$ cat config.mk
export PLATFORM = sky130hd
export DESIGN_NAME = rgbc_color_classifier_unit
export DESIGN_NICKNAME = d
export VERILOG_FILES = /design/src/design/rcc_pkg.sv /design/src/design/rcc_div_pipe.sv /design/src/design/rgbc_color_classifier_unit.sv
export SDC_FILE = /design/constraint.sdc
export NUM_CORES = 2
export LEC_CHECK = 0
export BUFFER_PORTS_ARGS = -buffer_cell sky130_fd_sc_hd__buf_2
export CAP_MARGIN = 20
export CORE_ASPECT_RATIO = 1.2
export CORE_MARGIN = 1
export CORE_UTILIZATION = 30
export DETAILED_ROUTE_END_ITERATION = 12
export PLACE_DENSITY = 0.43
export SLEW_MARGIN = 25
export SYNTH_ARGS = -nofsm -noshare
export SYNTH_HDL_FRONTEND = slang
export SYNTH_SLANG_ARGS = --single-unit
$ cat constraint.sdc
create_clock -name clk -period 113.2 [get_ports clk]
set_clock_uncertainty 0.15 [all_clocks]
set_input_delay 11.32 -clock clk [delete_from_list [all_inputs] [get_ports clk]]
set_output_delay 11.32 -clock clk [all_outputs]
set_load 0.02 [all_outputs]
$ cat src/design/rcc_pkg.sv
// ---------------------------------------------------------------------------
// rcc_pkg: shared types and constants
// Color codes, register indexes and hue limits for the RGBC color classifier.
// ---------------------------------------------------------------------------
package rcc_pkg;

  typedef enum logic [2:0] {
    CODE_UNKNOWN = 3'd0,
    CODE_BLACK   = 3'd1,
    CODE_RED     = 3'd2,
    CODE_ORANGE  = 3'd3,
    CODE_YELLOW  = 3'd4,
    CODE_GREEN   = 3'd5,
    CODE_BLUE    = 3'd6
  } color_code_t;

  localparam logic [1:0] REG_WHITE_REF  = 2'd0;
  localparam logic [1:0] REG_DARK_LIMIT = 2'd1;
  localparam logic [1:0] REG_GREEN_SAT  = 2'd2;

  localparam logic [15:0] WHITE_RESET = 16'd0;
  localparam logic [7:0]  DARK_RESET  = 8'd21;
  localparam logic [7:0]  GSAT_RESET  = 8'd115;

  localparam logic [11:0] HUE_MAX = 12'd3599;

  // band edges in tenths of a degree
  localparam logic [19:0] K_DARK   = 20'd1380;
  localparam logic [19:0] K_RED_HI = 20'd3450;
  localparam logic [19:0] K_RED_LO = 20'd150;
  localparam logic [19:0] K_ORANGE = 20'd450;
  localparam logic [19:0] K_YELLOW = 20'd900;
  localparam logic [19:0] K_GREEN  = 20'd1600;
  localparam logic [19:0] K_BLUE   = 20'd2600;
  localparam logic [19:0] K_SIXTY  = 20'd600;
  localparam logic [19:0] K_120    = 20'd1200;
  localparam logic [19:0] K_240    = 20'd2400;
  localparam logic [19:0] K_360    = 20'd3600;

endpackage

$ cat src/design/rcc_div_pipe.sv
// ---------------------------------------------------------------------------
// rcc_div_pipe: pipelined restoring divider
// One quotient bit per stage, QW stages. Caller keeps num >> QW below den.
// ---------------------------------------------------------------------------
module rcc_div_pipe #(
  parameter int DW = 16,
  parameter int QW = 8
) (
  input  logic                clk,
  input  logic                en,
  input  logic [DW+QW-1:0]    num,
  input  logic [DW-1:0]       den,
  output logic [QW-1:0]       quo
);

  logic [DW-1:0] rem  [QW];
  logic [DW-1:0] dsr  [QW];
  logic [QW-1:0] low  [QW];
  logic [QW-1:0] qacc [QW];

  for (genvar i = 0; i < QW; i++) begin : g_stage
    logic [DW-1:0] rem_in;
    logic [DW-1:0] den_in;
    logic [QW-1:0] low_in;
    logic [QW-1:0] q_in;
    logic [DW:0]   trial;
    logic [DW:0]   diff;
    logic          ge;

    if (i == 0) begin : g_first
      assign rem_in = num[DW+QW-1:QW];
      assign den_in = den;
      assign low_in = num[QW-1:0];
      assign q_in   = '0;
    end else begin : g_next
      assign rem_in = rem[i-1];
      assign den_in = dsr[i-1];
      assign low_in = low[i-1];
      assign q_in   = qacc[i-1];
    end

    assign trial = {rem_in, low_in[QW-1]};
    assign ge    = trial >= {1'b0, den_in};
    assign diff  = trial - {1'b0, den_in};

    always_ff @(posedge clk) begin
      if (en) begin
        rem[i]  <= ge ? diff[DW-1:0] : trial[DW-1:0];
        dsr[i]  <= den_in;
        low[i]  <= {low_in[QW-2:0], 1'b0};
        qacc[i] <= {q_in[QW-2:0], ge};
      end
    end
  end

  assign quo = qacc[QW-1];

endmodule

$ cat src/design/rgbc_color_classifier_unit.sv
// ---------------------------------------------------------------------------
// rgbc_color_classifier_unit: RGBC sample to HSV and color code
// Scales raw channels against white, converts to HSV, picks a hue band.
// ---------------------------------------------------------------------------
//  channel   | signals                          | content
//  ----------+----------------------------------+------------------------------
//  sample in | s_axis_tvalid/tready/tdata[63:0] | red, green, blue, clear raw
//  result    | m_axis_tvalid/tready/tdata[55:0] | r,g,b bytes, hue, sat, val, code
//  config    | cfg_valid/ready/index/data       | white_ref, dark limit, green sat
//
// One sample per cycle unless a stalled output holds s_axis_tready low.
// A sample passes the chain: channel divider (8 stages), HSV setup, then the
// hue divider (12 stages, one quotient bit each). No state between samples.
// Synchronous reset clears valid bits and restores register defaults.
// A stalled output freezes every stage at once; cfg_ready is always high.
// ---------------------------------------------------------------------------
module rgbc_color_classifier_unit (
  input  logic        clk,
  input  logic        rst,
  input  logic        s_axis_tvalid,
  output logic        s_axis_tready,
  input  logic [63:0] s_axis_tdata,   // red_raw, green_raw, blue_raw, clear_raw
  output logic        m_axis_tvalid,
  input  logic        m_axis_tready,
  output logic [55:0] m_axis_tdata,   // red_byte, green_byte, blue_byte,
                                      // hue_tenths, sat_byte, val_byte, color_code
  input  logic        cfg_valid,
  output logic        cfg_ready,
  input  logic [1:0]  cfg_index,
  input  logic [15:0] cfg_data
);

  localparam int NST   = 25;  // valid bits, stage 0 .. 24
  localparam int CH_QW = 8;
  localparam int H_QW  = 12;
  localparam int S_QW  = 8;
  localparam int SAT_DLY = H_QW - S_QW;

  // sideband carried past the hue divider
  typedef struct packed {
    logic [7:0]  r;
    logic [7:0]  g;
    logic [7:0]  b;
    logic [7:0]  mx;
    logic [2:0]  precode;
    logic        green_band;
    logic        d_zero;
    logic        mx_zero;
  } hsv_side_t;

  // ---- configuration ----
  logic [15:0] white_ref;
  logic [7:0]  dark_value_limit;
  logic [7:0]  green_sat_min;

  assign cfg_ready = 1'b1;

  always_ff @(posedge clk) begin
    if (rst) begin
      white_ref        <= rcc_pkg::WHITE_RESET;
      dark_value_limit <= rcc_pkg::DARK_RESET;
      green_sat_min    <= rcc_pkg::GSAT_RESET;
    end else if (cfg_valid && cfg_ready) begin
      unique case (cfg_index)
        rcc_pkg::REG_WHITE_REF:  white_ref        <= cfg_data;
        rcc_pkg::REG_DARK_LIMIT: dark_value_limit <= cfg_data[7:0];
        rcc_pkg::REG_GREEN_SAT:  green_sat_min    <= cfg_data[7:0];
        default: ;
      endcase
    end
  end

  // ---- pipeline control: whole pipe advances together ----
  logic           en;
  logic [NST-1:0] vld;

  assign en            = !vld[NST-1] || m_axis_tready;
  assign s_axis_tready = en;
  assign m_axis_tvalid = vld[NST-1];

  always_ff @(posedge clk) begin
    if (rst) begin
      vld <= '0;
    end else if (en) begin
      vld <= {vld[NST-2:0], s_axis_tvalid};
    end
  end

  // ---- stage 0: capture sample ----
  logic [15:0] in_r, in_g, in_b, in_c;

  always_ff @(posedge clk) begin
    if (en) begin
      in_r <= s_axis_tdata[15:0];
      in_g <= s_axis_tdata[31:16];
      in_b <= s_axis_tdata[47:32];
      in_c <= s_axis_tdata[63:48];
    end
  end

  // ---- stage 1: channel * 255 ----
  logic [23:0] x_r, x_g, x_b;
  logic        zero1;

  always_ff @(posedge clk) begin
    if (en) begin
      x_r   <= {in_r, 8'h00} - {8'h00, in_r};
      x_g   <= {in_g, 8'h00} - {8'h00, in_g};
      x_b   <= {in_b, 8'h00} - {8'h00, in_b};
      zero1 <= (white_ref == '0) || (in_c == '0);
    end
  end

  // quotient saturates when x >= 256 * white
  logic [3:0] ch_flags1;
  assign ch_flags1 = {zero1, x_b[23:8] >= white_ref, x_g[23:8] >= white_ref,
                      x_r[23:8] >= white_ref};

  // ---- stages 2..9: channel dividers ----
  logic [7:0] q_r, q_g, q_b;

  rcc_div_pipe #(.DW(16), .QW(CH_QW)) u_div_r (
    .clk(clk), .en(en), .num(x_r), .den(white_ref), .quo(q_r));
  rcc_div_pipe #(.DW(16), .QW(CH_QW)) u_div_g (
    .clk(clk), .en(en), .num(x_g), .den(white_ref), .quo(q_g));
  rcc_div_pipe #(.DW(16), .QW(CH_QW)) u_div_b (
    .clk(clk), .en(en), .num(x_b), .den(white_ref), .quo(q_b));

  logic [3:0] ch_flags [CH_QW];

  always_ff @(posedge clk) begin
    if (en) begin
      ch_flags[0] <= ch_flags1;
      for (int i = 1; i < CH_QW; i++) ch_flags[i] <= ch_flags[i-1];
    end
  end

  // ---- stage 10: clamped bytes ----
  logic [3:0] fl9;
  logic [7:0] r10, g10, b10;
  assign fl9 = ch_flags[CH_QW-1];

  always_ff @(posedge clk) begin
    if (en) begin
      r10 <= fl9[3] ? 8'd0 : (fl9[0] ? 8'hFF : q_r);
      g10 <= fl9[3] ? 8'd0 : (fl9[1] ? 8'hFF : q_g);
      b10 <= fl9[3] ? 8'd0 : (fl9[2] ? 8'hFF : q_b);
    end
  end

  // ---- stage 11: max, min, hue numerator ----
  logic [7:0]  mx10, mn10, d10;
  logic [19:0] num10;

  always_comb begin
    mx10 = r10;
    if (g10 > mx10) mx10 = g10;
    if (b10 > mx10) mx10 = b10;
    mn10 = r10;
    if (g10 < mn10) mn10 = g10;
    if (b10 < mn10) mn10 = b10;
    d10 = mx10 - mn10;
    // numerator is num / d = hue in tenths of a degree
    if (d10 == '0) begin
      num10 = '0;
    end else if (mx10 == r10) begin
      if (g10 >= b10) num10 = rcc_pkg::K_SIXTY * 20'(g10 - b10);
      else num10 = rcc_pkg::K_360 * 20'(d10) - rcc_pkg::K_SIXTY * 20'(b10 - g10);
    end else if (mx10 == g10) begin
      if (b10 >= r10) num10 = rcc_pkg::K_120 * 20'(d10) + rcc_pkg::K_SIXTY * 20'(b10 - r10);
      else num10 = rcc_pkg::K_120 * 20'(d10) - rcc_pkg::K_SIXTY * 20'(r10 - b10);
    end else begin
      if (r10 >= g10) num10 = rcc_pkg::K_240 * 20'(d10) + rcc_pkg::K_SIXTY * 20'(r10 - g10);
      else num10 = rcc_pkg::K_240 * 20'(d10) - rcc_pkg::K_SIXTY * 20'(g10 - r10);
    end
  end

  logic [7:0]  r11, g11, b11, mx11, d11;
  logic [19:0] num11;

  always_ff @(posedge clk) begin
    if (en) begin
      r11   <= r10;
      g11   <= g10;
      b11   <= b10;
      mx11  <= mx10;
      d11   <= d10;
      num11 <= num10;
    end
  end

  // ---- band decision on the exact rational hue ----
  logic [19:0] d11w;
  logic [2:0]  precode11;
  logic        gband11;
  assign d11w = 20'(d11);

  always_comb begin
    gband11 = 1'b0;
    if (mx11 < dark_value_limit && num11 > rcc_pkg::K_DARK * d11w)
      precode11 = rcc_pkg::CODE_BLACK;
    else if (num11 >= rcc_pkg::K_RED_HI * d11w || num11 <= rcc_pkg::K_RED_LO * d11w)
      precode11 = rcc_pkg::CODE_RED;
    else if (num11 <= rcc_pkg::K_ORANGE * d11w)
      precode11 = rcc_pkg::CODE_ORANGE;
    else if (num11 <= rcc_pkg::K_YELLOW * d11w)
      precode11 = rcc_pkg::CODE_YELLOW;
    else if (num11 <= rcc_pkg::K_GREEN * d11w) begin
      precode11 = rcc_pkg::CODE_GREEN;
      gband11   = 1'b1;
    end else if (num11 <= rcc_pkg::K_BLUE * d11w)
      precode11 = rcc_pkg::CODE_BLUE;
    else
      precode11 = rcc_pkg::CODE_UNKNOWN;
  end

  // ---- stages 12..23: hue and saturation dividers ----
  logic [11:0] q_hue;
  logic [7:0]  q_sat;
  logic [15:0] sat_num11;
  assign sat_num11 = {d11, 8'h00} - {8'h00, d11};

  rcc_div_pipe #(.DW(8), .QW(H_QW)) u_div_hue (
    .clk(clk), .en(en), .num(num11), .den(d11), .quo(q_hue));
  rcc_div_pipe #(.DW(8), .QW(S_QW)) u_div_sat (
    .clk(clk), .en(en), .num(sat_num11), .den(mx11), .quo(q_sat));

  hsv_side_t  side11;
  hsv_side_t  side [H_QW];
  logic [7:0] sat_d [SAT_DLY];

  assign side11 = '{r: r11, g: g11, b: b11, mx: mx11, precode: precode11,
                    green_band: gband11, d_zero: (d11 == '0), mx_zero: (mx11 == '0)};

  always_ff @(posedge clk) begin
    if (en) begin
      side[0] <= side11;
      for (int i = 1; i < H_QW; i++) side[i] <= side[i-1];
      sat_d[0] <= q_sat;
      for (int i = 1; i < SAT_DLY; i++) sat_d[i] <= sat_d[i-1];
    end
  end

  // ---- stage 24: output register ----
  hsv_side_t   s23;
  logic [11:0] hue23;
  logic [7:0]  sat23;
  logic [2:0]  code23;
  assign s23 = side[H_QW-1];

  always_comb begin
    if (s23.d_zero) hue23 = '0;
    else if (q_hue > rcc_pkg::HUE_MAX) hue23 = rcc_pkg::HUE_MAX;
    else hue23 = q_hue;
    sat23 = s23.mx_zero ? 8'd0 : sat_d[SAT_DLY-1];
    if (s23.green_band)
      code23 = (sat23 >= green_sat_min) ? rcc_pkg::CODE_GREEN : rcc_pkg::CODE_BLACK;
    else
      code23 = s23.precode;
  end

  always_ff @(posedge clk) begin
    if (en) begin
      m_axis_tdata <= {1'b0, code23, s23.mx, sat23, hue23, s23.b, s23.g, s23.r};
    end
  end

  // ---- checks ----
  a_code_range: assert property (@(posedge clk) disable iff (rst)
    m_axis_tvalid |-> m_axis_tdata[54:52] != 3'd7)
    else $error("color code out of range");

  a_hue_range: assert property (@(posedge clk) disable iff (rst)
    m_axis_tvalid |-> m_axis_tdata[35:24] <= rcc_pkg::HUE_MAX)
    else $error("hue out of range");

  a_val_is_max: assert property (@(posedge clk) disable iff (rst)
    m_axis_tvalid |-> (m_axis_tdata[51:44] >= m_axis_tdata[7:0] &&
                       m_axis_tdata[51:44] >= m_axis_tdata[15:8] &&
                       m_axis_tdata[51:44] >= m_axis_tdata[23:16]))
    else $error("value below a channel");

  a_gray_hue: assert property (@(posedge clk) disable iff (rst)
    (m_axis_tvalid && m_axis_tdata[43:36] == 8'd0) |-> m_axis_tdata[35:24] == 12'd0)
    else $error("gray sample with nonzero hue");

  a_stall_freeze: assert property (@(posedge clk) disable iff (rst)
    (m_axis_tvalid && !m_axis_tready) |=> m_axis_tvalid && !s_axis_tready ||
    $past(m_axis_tready) || m_axis_tready)
    else $error("output lost during stall");

endmodule
## Word level (Yosys, flattened, before mapping)

Memories as Yosys holds them, arrays and structs flattened.
Cells that the tools add are included.

- Latch bits: 0
- Memory bits (read-only): 0
- Memories kept: 23
- Output and inout bits: 59
- Bits of input ports: 87
- Memory bits (writable): 2364
- Word-level logic and storage cells: 279
- Register bits after elaboration: 333

Memories:

| name | depth | width | read ports | clocked after memory_dff | wr ports | line | text |
|---|---|---|---|---|---|---|---|
| side | 12 | 38 | 12 | 0 | 12 | rgbc_color_classifier_unit.sv:229 | `hsv_side_t side [H_QW];` |
| u_div_hue.qacc | 12 | 12 | 12 | 0 | 12 | rcc_div_pipe.sv:19 | `logic [QW-1:0] qacc [QW];` |
| u_div_hue.low | 12 | 11 | 11 | 0 | 12 | rcc_div_pipe.sv:18 | `logic [QW-1:0] low [QW];` |
| u_div_b.dsr | 8 | 16 | 7 | 0 | 8 | rcc_div_pipe.sv:17 | `logic [DW-1:0] dsr [QW];` |
| u_div_b.rem | 8 | 16 | 7 | 0 | 8 | rcc_div_pipe.sv:16 | `logic [DW-1:0] rem [QW];` |
| u_div_g.dsr | 8 | 16 | 7 | 0 | 8 | rcc_div_pipe.sv:17 |  |
| 17 more memories | -- | -- | -- | -- | -- | -- |  |

- Div/mod/pow operators: 0
- Add/subtract/negate cells: 60
- $lt $le $gt $ge: 64
- Reduce and logical (&&, ||, !) cells: 15
- Bitwise logic cells: 0
- $mul: 16
- Muxes and demuxes: 73
- Shifts and indexed selects: 0
- Equality and inequality tests: 4

Operators with widths:

| operator | count |
|---|---|
| $ge A17 B16 Y1 | 24 |
| $mux W16 | 24 |
| $sub A16 B16 Y16 | 24 |
| $mux W8 | 28 |
| $ge A9 B8 Y1 | 20 |
| $sub A8 B8 Y8 | 21 |
| $mul A7 B20 Y17 const A | 6 |
| $mux W20 | 5 |
| $sub A24 B16 Y24 | 3 |
| $sub A8 B8 Y9 | 6 |
| $ge A16 B16 Y1 | 3 |
| $mul A8 B8 Y16 const A | 3 |
| $mul A7 B8 Y15 const A | 3 |
| $sub A20 B20 Y20 | 2 |
| $mul A9 B8 Y17 const A | 2 |
| $ge A8 B8 Y1 | 4 |
| $logic_not A16 Y1 | 2 |
| $logic_not A8 Y1 | 3 |
| $lt A8 B8 Y1 | 3 |
| $mux W3 | 8 |
| $add A19 B20 Y20 | 1 |
| $add A20 B20 Y20 | 1 |
| $ge A20 B20 Y1 | 1 |
| $gt A20 B19 Y1 | 1 |
| 22 further kinds | 34 |

## Logic depth before layout (Yosys ltp)

- Depth after elaboration: 10
- Mapped depth: 53
- Gate-level depth less buffers: 48

## Modules after synthesis

From an unflattened synthesis, not the netlist that was laid out.

- Cells, all modules: 10516
- Area total of the unflattened synthesis: 126806.6 µm²

By module, submodules not included:

| module | cells an instance | area each (µm²) | sequential area each (µm²) | times used |
|---|---|---|---|---|
| rgbc_color_classifier_unit | 4741 | 55102.8 | 24953.9 | 1 |
| rcc_div_pipe (u_div_b ...) | 1365 | 16168.0 | 8648.3 | 2 |
| rcc_div_pipe (u_div_g) | 1338 | 16000.3 | 8648.3 | 1 |
| rcc_div_pipe (u_div_hue) | 1063 | 14853.0 | 9609.2 | 1 |
| rcc_div_pipe (u_div_sat) | 644 | 8514.4 | 5285.1 | 1 |

## Worst setup path before layout

OpenSTA, ideal clock, no wires.

- Path type: input -> output
- Start point: input m_axis_tready
- End point: output s_axis_tready
- Buffers on the path: 2
- Arrival: 61.364 ns
- Stages: 4
- Slack: 40.366 ns
- Cell sequence: nor2b_1 -> clkbuf_1 -> inv_2 -> clkbuf_1

- Word-level cells in the longest chain between the ends: 1

RTL lines:

| item | line | text |
|---|---|---|
| start: declaration | rgbc_color_classifier_unit.sv:24 | `input logic m_axis_tready,` |
| $logic_or A1 B1 Y1 | rgbc_color_classifier_unit.sv:77 | `assign en = !vld[NST-1] \|\| m_axis_tready;` |
| end: declaration | rgbc_color_classifier_unit.sv:21 | `output logic s_axis_tready,` |

Every way passes these cells.

## Worst setup path in the final report

Same ends and word-level chain as after synthesis.

==> results.toml <==
[clock_tree]
cts.sinks = 1893
postCtsHoldBufs = 0
htreeDepth = 4
clk_latency_ns = 0.92
cts_made_buffers = 212
postCtsSetupBuffers = 0
cts_tree = "yes"
clockBufferDepth = 4
clkTransAtPathRegs_ns = 0.06
cts_resized = 0
cts_root_buffer = "clkbuf_16"

[synth]
synthTopCellsByArea = "edfxtp_1, ha_1, inv_1"
synth-edff-count = 1836
synth.avg_cell_area_sq_um = 11.5
yosys.area.top_type_share = 0.489
synthesis.nets = 11437
netlist_area_sq_um = 113000
synth_largest_area_cell = "edfxtp_1"
ys_ff_latch = 1893
syn-instance-count = 9806
async_flop_share = 0
synth_top_flop_cell = "edfxtp_1"
yosysSeqAreaShare = 0.499
ys_warn_count = 0
synth_cell_types = 90

[drt]
drcViolationCount = 0
antenna_left = 0
viasPerCell = 4.74
vias = 72184
drtPass1Iterations = 6
drt_wl_total_mm = 278
drtIter0Drc = 3675
wire_per_inst_microns = 18.3

[timing]
post-route-period-util = 0.210
setup_violations = 0
timing.fmax_mhz = 42.1
worst-slew-pin-transition_ns = 1.02
fin_crit_ns = 23.75
slew_headroom = 0.314
hold_viol = 0
finalMaxSlewViolations = 0
rsz0062_at_grt = "false"
setup_tns_ns = 0

[global_route]
grt_pass1_vias = 73751
antenna_found_initial = 14
grtUsageTotal = 0.145
grt_start_max_net_pins = 182
grt_pass1_wl_mm = 426
overflow = 0

[worst_setup_path]
setup.worst_path.class = "in2out"
end_kind = "output pin"
path_depth = 5
crit_buf_inv = 4
rr_startpoint = "r10[7]"
max_stage_delay_ns = 0.31
crit_start = "m_axis_tready"
r2r_slack_ns = 98.95
slowest_stage = "buf_4"
startpoint_type = "primary input"
crit_end = "s_axis_tready"
crit_path_frequent_cell = "buf_2"
critPathMaxFanout = 26
path_cells = "buf_2 -> nor2b_2 -> buf_4 -> inv_8 -> buf_2"
cp_top_family = "buffers and inverters"
arrival_ns = 12.28
cp.required_ns = 101.73
timing.rr.end = "num11[19]"
rr_worst_depth = 46

[run_status]
status = "complete, no violations"

[die]
die_h_microns = 673
ios = 146
die_w_microns = 561
initial_core_util = 0.301
die_area_sq_um = 378000
coreArea_sq_um = 374000
row_count = 246

[final_layout]
drive_above_1_share = 0.0636
final_cell_mix = "edfxtp_1, ha_1, inv_1"
layout_commonest_cell = "edfxtp_1"
syn_to_final_growth_pct = 12.1
nets = 11727

[hold_path]
hold_path_class = "reg2reg"

[placement]
portBuffers = 143
place_congestion = 0.892
place.detailed.hpwl_mm = 213

[flow_run]
drv_cap = 0
Yosys cell counts, types with 49 or more instances:
cell type,instances
xor2_1,234
a21oi_1,533
nand4_1,196
o21a_1,119
nor4_1,49
mux2_2,80
nand2_1,731
fa_1,201
dfxtp_1,57
xnor2_1,378
a21boi_0,87
ha_1,1343
edfxtp_1,1836
o31ai_1,118
o21bai_1,63
nand3_1,107
nor3_1,154
nor2_1,509
o211ai_1,68
mux2i_1,51
nand2b_1,106
clkbuf_1,109
o21ai_0,610
a211oi_1,55
a21o_1,192
inv_1,1153
nor2b_1,177
worst min-delay path by stage:
stage / startpoint / end / cells after the start
floorplan: ch_flags[0][6] / ch_flags[0][10] / 0
global placement: side[2][53] / side[2][91] / 0
detailed placement: side[2][144] / m_axis_tdata[0] / 0
CTS: side[1][3] / side[1][41] / 0
global route: side[2][144] / m_axis_tdata[0] / 0
finish: side[0][90] / side[0][128] / 0
sequential cells by signal (all words and copies together) (netlist names), 24 cells and up:
| name | count |
|---|---|
| side | 441 |
| u_div_b.rem | 112 |
| u_div_g.dsr | 112 |
| u_div_g.rem | 112 |
| u_div_r.rem | 112 |
| u_div_hue.dsr | 88 |
| u_div_hue.rem | 88 |
| u_div_hue.qacc | 78 |
| u_div_sat.rem | 56 |
| m_axis_tdata | 55 |
| u_div_b.qacc | 36 |
| u_div_g.qacc | 36 |
| u_div_hue.low | 36 |
| u_div_r.qacc | 36 |
| u_div_sat.qacc | 36 |
| ch_flags | 32 |
| sat_d | 32 |
| u_div_b.low | 28 |
| u_div_g.low | 28 |
| u_div_r.low | 28 |
| vld | 25 |
| x_b | 24 |
| x_g | 24 |
| x_r | 24 |
cell families (layout without fill, tap and decap cells):
kind of cell | Yosys count | count (layout) | share of synthesized area
fa+ha+maj | 1546 | 1546 | 0.185
compound gates | 2068 | 2068 | 0.115
xor+xnor | 615 | 615 | 0.0482
other cells | 2 | 8 | 0.0000666
simple gates | 2263 | 2263 | 0.0967
mux | 131 | 131 | 0.0125
flops | 1893 | 1893 | 0.499
buf+inv | 1288 | 1747 | 0.0434
per-stage QoR:
| step | cells | worst slack [ns] | instance area, sq um | hold WS (ns) | util |
|---|---|---|---|---|---|
| 3_5_place_dp | 14842 | 89.42 | 120000 | 0.255 | 0.320 |
| 2_1_floorplan | 9806 | 40.37 | 113000 | 0.250 | - |
| 6_report | 15231 | 89.45 | 126000 | 0.222 | 0.338 |
| 3_3_place_gp | 14842 | 89.43 | 120000 | 0.250 | 0.320 |
| 4_1_cts | 15225 | 89.42 | 126000 | 0.228 | 0.338 |
| 5_1_grt | 15231 | 89.36 | 126000 | 0.229 | 0.338 |
area by class of cell:
cell class / instances / area [sq um]
Inverter: 1156 / 4350
Antenna cell: 6 / 15.0
Fill cell: 37103 / 248000
Clock inverter: 123 / 1130
Clock buffer: 260 / 5580
Timing Repair Buffer: 208 / 1250
Sequential cell: 1893 / 56300
Multi-Input combinational cell: 6625 / 51500
Tap cell: 4960 / 6210
routing by layer:
| layer | GRT usage | wire length (microns) | part of all wire |
|---|---|---|---|
| met3 | 0.0167 | 7670 | 0.028 |
| met2 | 0.253 | 134000 | 0.48 |
| met5 | 0 | 44 | 0.00016 |
| met1 | 0.181 | 125000 | 0.45 |
| met4 | 0.0594 | 12300 | 0.044 |
Power is not shown: default switching activity piles up to over one toggle a cycle in this logic, so the estimate is an artifact.
